**config.mk**
```make
export PLATFORM = sky130hd
export DESIGN_NAME = framed_message_deframer_core
export DESIGN_NICKNAME = d
export VERILOG_FILES = /design/src/rtl/core/fmd_pkg.sv /design/src/rtl/core/fmd_parse.sv /design/src/rtl/core/fmd_queue.sv /design/src/rtl/core/fmd_out.sv /design/src/rtl/core/framed_message_deframer_core.sv
export SDC_FILE = /design/constraint.sdc
export NUM_CORES = 1
export LEC_CHECK = 0
export BUFFER_PORTS_ARGS = -buffer_cell sky130_fd_sc_hd__buf_2
export CAP_MARGIN = 5
export CORE_MARGIN = 2
export CORE_UTILIZATION = 40
export CTS_CLUSTER_DIAMETER = 120
export DETAILED_ROUTE_END_ITERATION = 12
export GPL_TIMING_DRIVEN = 1
export SKIP_LAST_GASP = 1
export SYNTH_ARGS = -nofsm -noshare
export SYNTH_HDL_FRONTEND = slang
export SYNTH_SLANG_ARGS = --single-unit
```
**constraint.sdc**
```tcl
create_clock -name clock -period 8.4 [get_ports clock]
set_input_delay 0.42 -clock clock [delete_from_list [all_inputs] [get_ports clock]]
set_output_delay 0.42 -clock clock [all_outputs]
set_load 0.01 [all_outputs]
```
**src/rtl/core/fmd_pkg.sv**
```systemverilog
package fmd_pkg;

   // Framing constants.
   localparam logic [7:0]  FRAME_MARK   = 8'h2a;
   localparam logic [7:0]  CHAN_DATA    = 8'd2;
   localparam logic [7:0]  CHAN_SIGNOFF = 8'd4;
   localparam logic [15:0] MSG_HDR_LEN  = 16'd10;
   localparam logic [15:0] EXT_LEN_SIZE = 16'd2;
   localparam int          EXT_FLAG_BIT = 15;

   // Positions within the frame header and the message header.
   localparam logic [3:0] FHD_CHAN_IDX   = 4'd1;
   localparam logic [3:0] FHD_LEN_HI_IDX = 4'd4;
   localparam logic [3:0] FHD_LEN_LO_IDX = 4'd5;
   localparam logic [3:0] MHD_WORD_BYTES = 4'd6;
   localparam logic [3:0] MHD_LAST_IDX   = 4'd9;
   localparam logic [3:0] EXT_LAST_IDX   = 4'd1;

   // Result queue between the parser and the output stage.
   localparam int QUEUE_DEPTH = 4;
   localparam int QUEUE_AW    = $clog2(QUEUE_DEPTH);

   typedef enum logic [2:0] {
      PH_HUNT    = 3'd0,
      PH_RESYNC  = 3'd1,
      PH_FRAMEHD = 3'd2,
      PH_SKIP    = 3'd3,
      PH_MSGHD   = 3'd4,
      PH_EXTLEN  = 3'd5,
      PH_EXTSKIP = 3'd6,
      PH_BODY    = 3'd7
   } phase_type;

   typedef enum logic [2:0] {
      EV_BODY      = 3'd0,
      EV_EMPTY     = 3'd1,
      EV_SIGNOFF   = 3'd2,
      EV_BAD_MARK  = 3'd3,
      EV_SHORT_HDR = 3'd4,
      EV_SHORT_EXT = 3'd5
   } event_kind_type;

   typedef struct packed {
      event_kind_type kind;
      logic [15:0]    family;
      logic [15:0]    subtype;
      logic [15:0]    flags;
      logic [31:0]    ident;
      logic [7:0]     body;
      logic           last;
   } result_type;

endpackage

```
**src/rtl/core/fmd_parse.sv**
```systemverilog
module fmd_parse
   import fmd_pkg::*;
(
   input  logic       clock,
   input  logic       reset,
   input  logic       byte_accept,
   input  logic [7:0] byte_data,
   output logic       result_push,
   output result_type result
);

   phase_type   phase_ff, phase_in;
   logic [3:0]  index_ff, index_in;
   logic [7:0]  channel_ff, channel_in;
   logic [15:0] remaining_ff, remaining_in;
   logic [15:0] ext_ff, ext_in;
   logic [47:0] header_ff, header_in;
   logic [31:0] request_ff, request_in;

   always_ff @(posedge clock) begin
      if (reset) begin
         phase_ff     <= PH_HUNT;
         index_ff     <= '0;
         channel_ff   <= '0;
         remaining_ff <= '0;
         ext_ff       <= '0;
         header_ff    <= '0;
         request_ff   <= '0;
      end else begin
         phase_ff     <= phase_in;
         index_ff     <= index_in;
         channel_ff   <= channel_in;
         remaining_ff <= remaining_in;
         ext_ff       <= ext_in;
         header_ff    <= header_in;
         request_ff   <= request_in;
      end
   end

   logic           start_body;
   logic           frame_err;
   logic           with_hdr;
   event_kind_type kind;

   always_comb begin
      phase_in     = phase_ff;
      index_in     = index_ff;
      channel_in   = channel_ff;
      remaining_in = remaining_ff;
      ext_in       = ext_ff;
      header_in    = header_ff;
      request_in   = request_ff;
      start_body   = 1'b0;
      frame_err    = 1'b0;
      with_hdr     = 1'b0;
      kind         = EV_BODY;
      result_push  = 1'b0;
      result.body  = '0;
      result.last  = 1'b1;

      if (byte_accept) begin
         case (phase_ff)
            PH_FRAMEHD: begin
               if (index_ff == FHD_CHAN_IDX) begin
                  channel_in = byte_data;
               end else if (index_ff == FHD_LEN_HI_IDX) begin
                  remaining_in = {byte_data, 8'h00};
               end else if (index_ff == FHD_LEN_LO_IDX) begin
                  remaining_in = {remaining_ff[15:8], byte_data};
               end
               if (index_ff < FHD_LEN_LO_IDX) begin
                  index_in = index_ff + 4'd1;
               end else begin
                  index_in = '0;
                  if (channel_ff == CHAN_DATA) begin
                     if (remaining_in < MSG_HDR_LEN) begin
                        frame_err = 1'b1;
                        kind      = EV_SHORT_HDR;
                     end else begin
                        phase_in = PH_MSGHD;
                     end
                  end else if (remaining_in == 16'd0) begin
                     phase_in = PH_HUNT;
                     if (channel_ff == CHAN_SIGNOFF) begin
                        result_push = 1'b1;
                        kind        = EV_SIGNOFF;
                     end
                  end else begin
                     phase_in = PH_SKIP;
                  end
               end
            end
            PH_SKIP: begin
               remaining_in = remaining_ff - 16'd1;
               if (remaining_in == 16'd0) begin
                  phase_in = PH_HUNT;
                  if (channel_ff == CHAN_SIGNOFF) begin
                     result_push = 1'b1;
                     kind        = EV_SIGNOFF;
                  end
               end
            end
            PH_MSGHD: begin
               if (index_ff < MHD_WORD_BYTES) begin
                  header_in = {header_ff[39:0], byte_data};
               end else begin
                  request_in = {request_ff[23:0], byte_data};
               end
               remaining_in = remaining_ff - 16'd1;
               index_in     = index_ff + 4'd1;
               if (index_ff == MHD_LAST_IDX) begin
                  index_in = '0;
                  if (header_in[EXT_FLAG_BIT]) begin
                     if (remaining_in < EXT_LEN_SIZE) begin
                        frame_err = 1'b1;
                        with_hdr  = 1'b1;
                        kind      = EV_SHORT_EXT;
                     end else begin
                        phase_in = PH_EXTLEN;
                     end
                  end else begin
                     start_body = 1'b1;
                  end
               end
            end
            PH_EXTLEN: begin
               ext_in       = {ext_ff[7:0], byte_data};
               remaining_in = remaining_ff - 16'd1;
               index_in     = index_ff + 4'd1;
               if (index_ff == EXT_LAST_IDX) begin
                  index_in = '0;
                  if (ext_in > remaining_in) begin
                     frame_err = 1'b1;
                     with_hdr  = 1'b1;
                     kind      = EV_SHORT_EXT;
                  end else if (ext_in == 16'd0) begin
                     start_body = 1'b1;
                  end else begin
                     phase_in = PH_EXTSKIP;
                  end
               end
            end
            PH_EXTSKIP: begin
               ext_in       = ext_ff - 16'd1;
               remaining_in = remaining_ff - 16'd1;
               if (ext_in == 16'd0) begin
                  start_body = 1'b1;
               end
            end
            PH_BODY: begin
               remaining_in = remaining_ff - 16'd1;
               if (remaining_in == 16'd0) begin
                  phase_in = PH_HUNT;
               end
               result_push = 1'b1;
               with_hdr    = 1'b1;
               kind        = EV_BODY;
               result.body = byte_data;
               result.last = (remaining_in == 16'd0);
            end
            default: begin
               if (byte_data == FRAME_MARK) begin
                  phase_in = PH_FRAMEHD;
                  index_in = FHD_CHAN_IDX;
               end else if (phase_ff == PH_HUNT) begin
                  phase_in    = PH_RESYNC;
                  result_push = 1'b1;
                  kind        = EV_BAD_MARK;
               end
            end
         endcase

         // An error drops the rest of the frame, if any is left.
         if (frame_err) begin
            result_push = 1'b1;
            phase_in    = (remaining_in != 16'd0) ? PH_SKIP : PH_HUNT;
         end

         // After the header and any extension: an empty body is reported at once.
         if (start_body) begin
            if (remaining_in == 16'd0) begin
               phase_in    = PH_HUNT;
               result_push = 1'b1;
               with_hdr    = 1'b1;
               kind        = EV_EMPTY;
            end else begin
               phase_in = PH_BODY;
            end
         end
      end

      result.kind    = kind;
      result.family  = with_hdr ? header_in[47:32] : 16'd0;
      result.subtype = with_hdr ? header_in[31:16] : 16'd0;
      result.flags   = with_hdr ? header_in[15:0]  : 16'd0;
      result.ident   = with_hdr ? request_in       : 32'd0;
   end

endmodule

```
**src/rtl/core/fmd_queue.sv**
```systemverilog
module fmd_queue
   import fmd_pkg::*;
(
   input  logic       clock,
   input  logic       reset,
   input  logic       push,
   input  result_type push_data,
   input  logic       pop,
   output result_type pop_data,
   output logic       full,
   output logic       empty
);

   result_type            entries_ff [QUEUE_DEPTH];
   logic [QUEUE_AW-1:0]   wr_ptr_ff, wr_ptr_in;
   logic [QUEUE_AW-1:0]   rd_ptr_ff, rd_ptr_in;
   logic [QUEUE_AW:0]     count_ff, count_in;

   assign full     = (count_ff == (QUEUE_AW+1)'(QUEUE_DEPTH));
   assign empty    = (count_ff == '0);
   assign pop_data = entries_ff[rd_ptr_ff];

   always_comb begin
      wr_ptr_in = push ? wr_ptr_ff + QUEUE_AW'(1) : wr_ptr_ff;
      rd_ptr_in = pop  ? rd_ptr_ff + QUEUE_AW'(1) : rd_ptr_ff;
      count_in  = count_ff;
      if (push && !pop) begin
         count_in = count_ff + (QUEUE_AW+1)'(1);
      end else if (pop && !push) begin
         count_in = count_ff - (QUEUE_AW+1)'(1);
      end
   end

   always_ff @(posedge clock) begin
      if (reset) begin
         wr_ptr_ff <= '0;
         rd_ptr_ff <= '0;
         count_ff  <= '0;
      end else begin
         wr_ptr_ff <= wr_ptr_in;
         rd_ptr_ff <= rd_ptr_in;
         count_ff  <= count_in;
      end
   end

   always_ff @(posedge clock) begin
      if (push) begin
         entries_ff[wr_ptr_ff] <= push_data;
      end
   end

endmodule

```
**src/rtl/core/fmd_out.sv**
```systemverilog
module fmd_out
   import fmd_pkg::*;
(
   input  logic       clock,
   input  logic       reset,
   input  logic       queue_empty,
   input  result_type queue_data,
   output logic       queue_pop,
   output logic       out_valid,
   input  logic       out_ready,
   output result_type out_data
);

   logic       valid_ff, valid_in;
   result_type data_ff;

   // Refill the output register whenever it is empty or being taken.
   assign queue_pop = !queue_empty && (!valid_ff || out_ready);
   assign valid_in  = queue_pop || (valid_ff && !out_ready);

   always_ff @(posedge clock) begin
      if (reset) begin
         valid_ff <= 1'b0;
      end else begin
         valid_ff <= valid_in;
      end
   end

   always_ff @(posedge clock) begin
      if (queue_pop) begin
         data_ff <= queue_data;
      end
   end

   assign out_valid = valid_ff;
   assign out_data  = data_ff;

endmodule

```
**src/rtl/core/framed_message_deframer_core.sv**
```systemverilog
// Channel  Direction  Handshake              Contents
// req      in         req_valid/req_ready    one received stream byte per item
// rsp      out        rsp_valid/rsp_ready    one event per item, with message header if parsed
//
// One byte is accepted every clock while req_ready is high; an item yields at most one result.
// A result passes through the result queue and then the output register before it appears on rsp.
// Reset is synchronous and active high; the parser returns to hunting for a marker.
// A four-entry result queue sits between the parser and the output register,
// so req_ready only falls when the rsp side has stalled long enough to fill it.
module framed_message_deframer_core
   import fmd_pkg::*;
(
   input  logic        clock,
   input  logic        reset,
   input  logic        req_valid,
   output logic        req_ready,
   input  logic [7:0]  req_rx_byte,
   output logic        rsp_valid,
   input  logic        rsp_ready,
   output logic [2:0]  rsp_event_kind,
   output logic [15:0] rsp_msg_family,
   output logic [15:0] rsp_msg_subtype,
   output logic [15:0] rsp_msg_flags,
   output logic [31:0] rsp_request_ident,
   output logic [7:0]  rsp_body_byte,
   output logic        rsp_last_of_body
);

   logic       byte_accept;
   logic       result_push;
   result_type result;
   logic       queue_full;
   logic       queue_empty;
   logic       queue_pop;
   result_type queue_data;
   result_type out_data;

   // The parser never produces more than one result per byte, so a free
   // queue slot is all it takes to accept the next byte.
   assign req_ready   = !queue_full;
   assign byte_accept = req_valid && req_ready;

   // Front: frame and message header parsing, one byte per cycle while req_ready is high.
   fmd_parse u_parse (
      .clock       (clock),
      .reset       (reset),
      .byte_accept (byte_accept),
      .byte_data   (req_rx_byte),
      .result_push (result_push),
      .result      (result)
   );

   // Decoupling queue between the parser and the result channel.
   fmd_queue u_queue (
      .clock     (clock),
      .reset     (reset),
      .push      (result_push),
      .push_data (result),
      .pop       (queue_pop),
      .pop_data  (queue_data),
      .full      (queue_full),
      .empty     (queue_empty)
   );

   // Back: registered result channel.
   fmd_out u_out (
      .clock       (clock),
      .reset       (reset),
      .queue_empty (queue_empty),
      .queue_data  (queue_data),
      .queue_pop   (queue_pop),
      .out_valid   (rsp_valid),
      .out_ready   (rsp_ready),
      .out_data    (out_data)
   );

   assign rsp_event_kind    = out_data.kind;
   assign rsp_msg_family    = out_data.family;
   assign rsp_msg_subtype   = out_data.subtype;
   assign rsp_msg_flags     = out_data.flags;
   assign rsp_request_ident = out_data.ident;
   assign rsp_body_byte     = out_data.body;
   assign rsp_last_of_body  = out_data.last;

endmodule
```
==> results of run 1 <==
==> power breakdown <==
part | leakage (nW) | switching [mW] | internal (mW)
registers | 5.15 | 0.188 | 3.84
clock network | 0.963 | 1.11 | 1.56
logic | 3.40 | 1.15 | 0.766
==> flip-flops by register name (all words and copies together), names as in the netlist <==
name                  count
u_parse.remaining_ff     16
u_parse.header_ff        48
u_queue.count_ff          3
u_queue.entries_ff      368
u_parse.phase_ff          3
u_out.out_valid           1
u_parse.index_ff          4
u_out.out_data           92
u_parse.request_ff       32
u_parse.channel_ff        8
u_queue.wr_ptr_ff         2
u_queue.rd_ptr_ff         2
u_parse.ext_ff           16
==> logic make-up (layout without fill, tap and decap cells) <==
logic type	count (synthesis)	after routing	share of synthesized area
and+or+nand+nor	462	462	0.0880
xor gates and xnor gates	20	20	0.00730
muxes	185	185	0.125
buffers and inverters	119	263	0.0196
DFF	595	595	0.689
AOI/OAI and AO/OA	204	204	0.0563
adders and majority gates	28	28	0.0149
==> cell usage after synthesis (7+ instances only) <==
master    instances
a211oi_1         11
xnor2_1          12
buf_1            20
nor4_1           10
and2_1           15
nor2_1          259
xor2_1            8
a31oi_1           8
buf_2            13
a22oi_1          14
ha_1             27
inv_1            20
nand3_1          28
or3_1            10
clkbuf_1         65
edfxtp_1        460
dfxtp_1         135
nor3_1           21
nand2_1          59
o21ai_0          39
mux4_2           92
or4_1             7
o22ai_1           9
mux2i_1          92
a21oi_1          61
==> area by class of cell <==
class,instances,area share
Clock buffer,82,0.0617
Timing Repair Buffer,129,0.0259
Tap cell,773,0.0354
Inverter,20,0.00275
Clock inverter,32,0.0119
Multi-Input combinational cell,899,0.258
Sequential cell,595,0.605
==> cells in the final DEF (no fill, tap or decap), drive strengths merged, types with 6 or more instances in the layout <==
master,count
nor2b,6
nor2,259
xnor2,12
a211oi,11
buf,129
nand2b,6
clkinv,16
o22ai,9
a22oi,14
dfxtp,135
o21ai,41
nor3,21
or3,10
nand3,28
nand4,6
and2,15
xor2,8
edfxtp,460
ha,27
nor4,13
inv,24
nand2,60
clkinvlp,7
mux2i,92
or4,8
a31oi,10
mux4,92
clkbuf,82
a21oi,62
==> metal layers <==
metal	wire length, µm	part of all wire	up-vias
li1	-	-	6354
met1	23700	0.45	6931
met2	25600	0.48	348
met3	2800	0.053	82
met4	1100	0.021	0
met5	0	0	-
==> metrics by stage <==
step / total power [mW] / util / hold slack [ps]
6_report: 8.62 / 0.462 / 158
5_1_grt: 9.03 / 0.462 / 178
4_1_cts: 8.74 / 0.462 / 139
3_5_place_dp: 6.06 / 0.428 / 483
3_3_place_gp: 6.04 / 0.428 / 471
2_1_floorplan: 5.35 / - / 455
==> worst min-delay path, cell delays in order <==
cell and delay [ps]:
buf_2 80, inv_1 80, nand2_1 80, a21oi_1 50
==> worst paths after layout <==
| check | startpoint | endpoint | slack (ps) | cells past startpoint |
|---|---|---|---|---|
| max | u_parse.remaining_ff[0] | u_queue.entries_ff[2][86] | 2240 | 16 |
| min | rsp_ready | u_out.out_valid | 160 | 4 |
| max reg2reg | u_parse.remaining_ff[0] | u_queue.entries_ff[2][86] | 2240 | 16 |
| min reg2reg | u_parse.header_ff[41] | u_parse.header_ff[41] | 500 | 2 |
==> results.json, run 1 <==
{
  "outcome": "finished clean",
  "antenna_left": 0,
  "fin_crit_ps": 6160,
  "fin_nets": 1745,
  "antenna_found_initial": 0,
  "worstMarginPinSlew_ps": 1060,
  "gr-usage-met2": 0.284,
  "synth_seq_cells": 595,
  "drv_slew": 0,
  "cts_sinks": 595,
  "grt_max_degree": 84,
  "cts_buffers": 60,
  "final_cells": 2530,
  "path_cells": "inv_1, ha_1, nor3b_1, nand3_1, xor2_1, ha_1, and4_1, o2111ai_1, a311oi_2, o31a_2, nand2_2, a311o_1, and3_1, a31oi_4, and2_4, buf_4",
  "gp_congestion": 0.890,
  "grt_util_met3": 0.0312,
  "synth_cells": 1613,
  "multi_input_area_mm2": 0.00704,
  "ctsResizeCount": 0,
  "synthFlopType": "edfxtp_1",
  "critPathRequiredTime_ps": 8690,
  "vias": 13700,
  "cts_buffer_depth": 3,
  "power.density_mw_per_mm2": 315,
  "finalCritPeriodShare": 0.733,
  "pre_cts_ws_ps": 2190,
  "vias_per_cell": 5.42,
  "final-setup-viol-count": 0,
  "synth_area_per_cell_um2": 14.9,
  "layout-drive-gt1-share": 0.194,
  "synth.distinct_cells": 75,
  "synthesis.area_mm2": 0.0240,
  "die_w_um": 249,
  "cp_slowest_cell": "and2_4",
  "h-tree-depth": 2,
  "placedCellCount": 2416,
  "grt.overflow.total": 0,
  "irDropWorstVdd_uv": 179,
  "synth_nets": 1653,
  "cts_setup_buffers": 0,
  "dp_hpwl_um": 32500,
  "wl_um": 53300,
  "placed_cell_area_mm2": 0.0253,
  "worst_slack_ps": 2240,
  "timing_hold_violations_final": 0,
  "stdcell_area_mm2": 0.0273,
  "die-area_mm2": 0.0619,
  "crit_family": "simple AND/OR/NAND/NOR gates",
  "cts_tree": "yes",
  "ys_top_cells_by_area": "edfxtp_1, dfxtp_1, mux4_2, nor2_1, mux2i_1",
  "port_buffers": 105,
  "area_delta_synth_final_pct": 13.9,
  "drc": 0,
  "ios": 106,
  "holdBufCountCts": 0,
  "drv_cap": 0,
  "drt-pass1-iter-count": 5,
  "cts-root-buf": "clkbuf_16",
  "crit_arrival_ps": 6450,
  "dieHeight_um": 249,
  "drt_iter0_drc": 963,
  "async_reset_ff_frac": 0,
  "seqCellArea_mm2": 0.0165,
  "synth_edf_count": 460,
  "top_usage_layer": "met2",
  "cp-start-kind": "register",
  "path_clk_slew_ps": 60,
  "clk_latency_ps": 610,
  "worst_hold_path_type": "input port to register",
  "rsz0062_at_grt": "false",
  "wl_per_cell_um": 21.1,
  "synth_top_area_frac": 0.576,
  "fmax_ghz": 0.162,
  "worst-setup-path-type": "register to register",
  "crit_top_cell": "ha_1",
  "yosysWarnings": 0,
  "path_max_fanout": 64,
  "fin_skew_ps": 13.0,
  "crit_buf_inv": 2,
  "n_antenna_cell": 0,
  "p_leak_nw": 9.51,
  "relSlewSlack": 0.294,
  "yosysSeqAreaShare": 0.689,
  "placementRows": 89,
  "fillers": 5124,
  "grt_pass1_wl_um": 82800,
  "setup_tns_ps": 0,
  "synth_area_leader_cell": "edfxtp_1",
  "initial_core_util": 0.406,
  "slowest_delay_ps": 920,
  "core_area_mm2": 0.0591,
  "endpoint_kind": "register",
  "grtUsageMet1": 0.235,
  "grt_usage": 0.172,
  "grt_pass1_vias": 14100
}
Power figures use the tool's default switching activity.
==> inputs of run 2 (changes only) <==
Clock period 8.4 ns to 6 ns, I/O delays scaled along.
==> run 2 against run 1 <==
Effect of this change:
- clock skew is 36 ps higher
- die area stayed put
- count of clock-buffer cells in the layout is 2 lower
- non-clock buffer count is 13 higher
- sequential power is 42% higher
- setup slack worse by 1800 ps
- via count is 1.1% higher
- global-route usage is 0.34 points higher
- register-to-register slack worse by 1800 ps
- first-iteration DRC count is 1.7% lower
- critical path depth is 5 higher
- critical path type unchanged
- largest power group unchanged
- highest routed layer unchanged
==> results.json, run 2 (synthesized netlist as in run 1, its figures left out) <==
{
  "worst-setup-path-type": "register to register",
  "fin_crit_ps": 5530,
  "multi_input_area_mm2": 0.00704,
  "drv_cap": 0,
  "internal-power_mw": 8.66,
  "grt_pass1_wl_um": 84700,
  "seqCellArea_mm2": 0.0165,
  "ctsResizeCount": 0,
  "timing_hold_violations_final": 0,
  "final_cells": 2543,
  "holdPathStages": 3,
  "cp-startpoint": "u_parse.remaining_ff[0]",
  "grt_pass1_vias": 14100,
  "antenna_found_initial": 2,
  "path_max_fanout": 10,
  "cts_buffers": 60,
  "power.density_mw_per_mm2": 441,
  "drt_iter0_drc": 947,
  "vias_per_cell": 5.45,
  "wl_um": 54200,
  "reg2regPathDepth": 21,
  "path_clk_slew_ps": 60,
  "drv_slew": 0,
  "endpoint_kind": "register",
  "n_antenna_cell": 0,
  "drt-pass1-iter-count": 5,
  "crit_arrival_ps": 6060,
  "pwr-share-comb": 0.222,
  "fmax_ghz": 0.181,
  "grt_usage": 0.176,
  "gp_congestion": 0.908,
  "finalCritPeriodShare": 0.921,
  "vias": 13900,
  "r2r-start": "u_parse.remaining_ff[0]",
  "wl_per_cell_um": 21.3,
  "relSlewSlack": 0.165,
  "area_delta_synth_final_pct": 15.0,
  "sequentialPowerShare": 0.471,
  "layout_commonest_cell": "edfxtp_1",
  "cp-start-kind": "register",
  "ios": 106,
  "power.total_mw": 12.2,
  "placementRows": 89,
  "setup_tns_ps": 0,
  "r2r_slack_ps": 470,
  "placedCellCount": 2428,
  "placed_cell_area_mm2": 0.0256,
  "worst_hold_path_type": "input port to register",
  "regMostFlops": "u_queue.entries_ff",
  "fillers": 5105,
  "cts-root-buf": "clkbuf_16",
  "fin_nets": 1758,
  "final-setup-viol-count": 0,
  "die-area_mm2": 0.0619,
  "cts_tree": "yes",
  "h-tree-depth": 2,
  "irDropWorstVdd_uv": 281,
  "grt_max_degree": 83,
  "swShare": 0.287,
  "grt.overflow.total": 0,
  "p_leak_nw": 9.67,
  "clkPwrFrac": 0.306,
  "p_switching_mw": 3.49,
  "cts_sinks": 595,
  "port_buffers": 105,
  "drc": 0,
  "min_from": "req_rx_byte[0]",
  "worstMarginPinSlew_ps": 1250,
  "dieHeight_um": 249,
  "core_area_mm2": 0.0591,
  "outcome": "finished clean",
  "die_w_um": 249,
  "initial_core_util": 0.406,
  "worst_slack_ps": 474,
  "rsz0062_at_grt": "false",
  "pre_cts_ws_ps": 543,
  "antenna_left": 0,
  "dp_hpwl_um": 33500,
  "clk_latency_ps": 630,
  "largest_reg_flops": 368,
  "fin_skew_ps": 48.9,
  "critPathRequiredTime_ps": 6530,
  "mostFrequentLayoutCells": "edfxtp_1, nor2_1, dfxtp_1",
  "layout-drive-gt1-share": 0.199,
  "stdcell_area_mm2": 0.0276,
  "cts_buffer_depth": 3
}
-- run 2: cell count changes in the layout (fill, tap and decap cells not counted), moves of 2 or more --
| cell | previous run | this run |
|---|---|---|
| buf_12 | 0 | 12 |
| clkbuf_1 | 14 | 16 |
| clkbuf_8 | 6 | 3 |
| clkinv_16 | 0 | 2 |
| clkinv_2 | 7 | 9 |
| clkinv_4 | 1 | 7 |
| clkinvlp_4 | 7 | 3 |
| inv_6 | 4 | 0 |
| inv_8 | 0 | 2 |
-- run 2: final timing paths --
kind,end
worst min-delay path,u_parse.ext_ff[0]
worst min register to register,u_parse.header_ff[46]
worst max-delay path,u_queue.count_ff[2]
worst max register to register,u_queue.count_ff[2]
-- run 2: per-stage QoR --
step | utilization | hold WS [ps]
floorplan | - | 444
global placement | 0.432 | 467
detailed placement | 0.432 | 483
CTS | 0.466 | 45.7
global route | 0.466 | 69.6
finish | 0.466 | 95.2
-- run 2: routing by layer --
metal	track usage	vias up	part of all wire
li1	-	6370	-
met1	0.250	7061	0.46
met2	0.281	359	0.47
met3	0.0279	75	0.050
met4	0.0464	0	0.021
met5	0	-	0
-- run 2: cell type report --
type | count | share of cell area
clock inverter | 34 | 0.0139
sequential | 595 | 0.599
multi-input combinational | 899 | 0.255
clock buffer | 80 | 0.0590
tap | 773 | 0.0351
inverter | 20 | 0.00272
timing repair buffer | 142 | 0.0348
-- run 2: critical path, cell delays in order (launching register included) --
cell      delay [ps]
dfxtp_1          410
inv_1            140
ha_1             390
or3b_2           510
buf_4            180
nor2_1           150
xnor2_1          150
ha_1             220
o21ai_0           80
or4_1            460
a311oi_1         300
a211o_1          150
o211ai_1         140
a311o_1          390
and3_1           240
a31oi_4          210
ha_1             230
inv_1             80
fa_1             430
xor2_1           160
or3_1            310
a21oi_1          140
-- run 2: repair_timing --
| action | CTS | global route |
|---|---|---|
| setup buffers | 0 | 0 |
| hold buffers | 1 | 0 |
| hold endpoints to repair | 1 | 0 |
-- run 2: power groups by stage --
stage               combinational, mW  clock, mW  sequential (mW)
floorplan                        1.61          0             5.83
global placement                 2.75          0             5.80
detailed placement               2.75          0             5.83
CTS                              2.75       3.82             5.75
global route                     2.93       3.98             5.82
finish                           2.70       3.72             5.73
==> inputs of run 3 (changes only) <==
Settings changed: CORE_ASPECT_RATIO set to 0.9, SLEW_MARGIN set to 20.
==> run 3 against run 2 <==
Effect of this change:
- global-route usage down 0.17 points
- die area about the same
- worst hold slack better by 22 ps
- core utilization down 0.22 points
- via count up 0.55%
- fmax up 1.2%
- count of clock-buffer cells in the layout up 1
- setup slack better by 65 ps
- final cell count up 0.59%
- routed wire length down 1.4%
- combinational power about the same
- cell area up 0.25%
- largest cell class unchanged
==> results.json, run 3 (synthesized netlist as in run 1, its figures left out) <==
{
  "drt-pass1-iter-count": 6,
  "vias_per_cell": 5.45,
  "clkPwrFrac": 0.313,
  "drt_iter0_drc": 1303,
  "cts_tree": "yes",
  "sequentialPowerShare": 0.466,
  "worstMarginPinSlew_ps": 1120,
  "p_leak_nw": 9.72,
  "layout-drive-gt1-share": 0.202,
  "h-tree-depth": 2,
  "timing_hold_violations_final": 0,
  "antenna_left": 0,
  "dieHeight_um": 236,
  "wl_um": 53500,
  "finalCritPeriodShare": 0.910,
  "cts_buffer_depth": 3,
  "holdPathStages": 3,
  "placed_cell_area_mm2": 0.0256,
  "relSlewSlack": 0.245,
  "crit_arrival_ps": 5990,
  "outcome": "finished clean",
  "internal-power_mw": 8.80,
  "mostFrequentLayoutCells": "edfxtp_1, nor2_1, dfxtp_1",
  "cp-startpoint": "u_parse.remaining_ff[4]",
  "fin_skew_ps": 56.5,
  "initial_core_util": 0.403,
  "core_area_mm2": 0.0596,
  "die-area_mm2": 0.0619,
  "worst_hold_path_type": "input port to register",
  "worst-setup-path-type": "register to register",
  "drv_slew": 0,
  "dr_wl_met3_um": 3270,
  "wl_per_cell_um": 20.9,
  "layout_commonest_cell": "edfxtp_1",
  "drv_cap": 0,
  "regMostFlops": "u_queue.entries_ff",
  "grt.overflow.total": 0,
  "grt_max_degree": 85,
  "grt_usage": 0.174,
  "grt_pass1_wl_um": 82600,
  "area_delta_synth_final_pct": 15.3,
  "cts-root-buf": "clkbuf_16",
  "wl_met2_um": 24600,
  "fin_crit_ps": 5460,
  "port_buffers": 105,
  "fmax_ghz": 0.183,
  "path_max_fanout": 13,
  "largest_reg_flops": 368,
  "rr_endpoint": "u_queue.count_ff[2]",
  "cts_setup_buffers": 0,
  "fillers": 5212,
  "clk_latency_ps": 640,
  "n_antenna_cell": 0,
  "setup_tns_ps": 0,
  "critPathRequiredTime_ps": 6530,
  "grt_pass1_vias": 13900,
  "cts_buffers": 58,
  "drc": 0,
  "stdcell_area_mm2": 0.0276,
  "p_switching_mw": 3.43,
  "holdBufCountCts": 1,
  "power.density_mw_per_mm2": 442,
  "cts_sinks": 595,
  "antenna_found_initial": 2,
  "ios": 106,
  "die_w_um": 262,
  "highest_layer": "met4",
  "reg2regPathDepth": 18,
  "r2r_slack_ps": 540,
  "ctsResizeCount": 0,
  "swShare": 0.281,
  "rsz0062_at_grt": "false",
  "gp_congestion": 0.870,
  "fin_nets": 1765,
  "dp_hpwl_um": 33400,
  "pwr-share-comb": 0.221,
  "path_clk_slew_ps": 70,
  "irDropWorstVdd_uv": 281,
  "final-setup-viol-count": 0,
  "crit_end": "u_queue.count_ff[2]",
  "r2r-start": "u_parse.remaining_ff[4]",
  "power.total_mw": 12.2,
  "m1WireLength_um": 24500,
  "vias": 13900,
  "placementRows": 85,
  "endpoint_kind": "register",
  "cp-start-kind": "register"
}
## run 3: metal layers
layer | GRT usage | up-vias
li1 | - | 6389
met1 | 0.256 | 7017
met2 | 0.267 | 458
met3 | 0.0288 | 77
met4 | 0.0459 | 0
met5 | 0 | -
## run 3: worst min path at each step
| stage | startpoint | end | slack (ps) |
|---|---|---|---|
| 2_1_floorplan | req_rx_byte[2] | u_parse.channel_ff[2] | 440 |
| 3_3_place_gp | u_parse.ext_ff[12] | u_parse.ext_ff[12] | 470 |
| 3_5_place_dp | u_parse.header_ff[41] | u_parse.header_ff[41] | 480 |
| 4_1_cts | req_rx_byte[0] | u_parse.ext_ff[0] | 70 |
| 5_1_grt | req_rx_byte[0] | u_parse.ext_ff[0] | 90 |
| 6_report | req_rx_byte[0] | u_parse.ext_ff[0] | 120 |
## run 3: cell type report
type,instances,area [µm²],area share
sequential,595,16500,0.598
multi-input combinational,899,7040,0.255
tap,783,980,0.0354
timing repair buffer,151,988,0.0357
clock inverter,29,460,0.0167
clock buffer,81,1580,0.0571
inverter,20,75.1,0.00272
## run 3: metrics by stage
stage                     cells  hold slack (ps)  setup slack (ps)   util
after floorplan            1613              444               500      -
after global placement     2447              473               669  0.430
after detailed placement   2447              483               599  0.430
after CTS                  2558             66.2               577  0.464
after global routing       2558             86.8               236  0.464
final                      2558              118               539  0.464
## run 3: critical path, stage by stage, from the launching register on
cell	delay, ps
dfxtp_1	420
or4_1	810
nor4_2	430
xnor2_1	150
ha_1	320
and4_1	210
o2111ai_1	140
a311oi_2	380
o31a_2	240
nand2_2	60
a311o_1	440
and3_1	250
a31oi_4	220
ha_1	210
inv_1	70
fa_1	440
xor2_1	160
or3_1	310
a21oi_1	140
## run 3: power groups by stage
| stage | registers (mW) | clock network [mW] | logic (mW) |
|---|---|---|---|
| after floorplan | 5.83 | 0 | 1.61 |
| after global placement | 5.78 | 0 | 2.74 |
| after detailed placement | 5.81 | 0 | 2.74 |
| after CTS | 5.73 | 3.93 | 2.75 |
| after global routing | 5.79 | 4.07 | 2.92 |
| final | 5.70 | 3.83 | 2.70 |
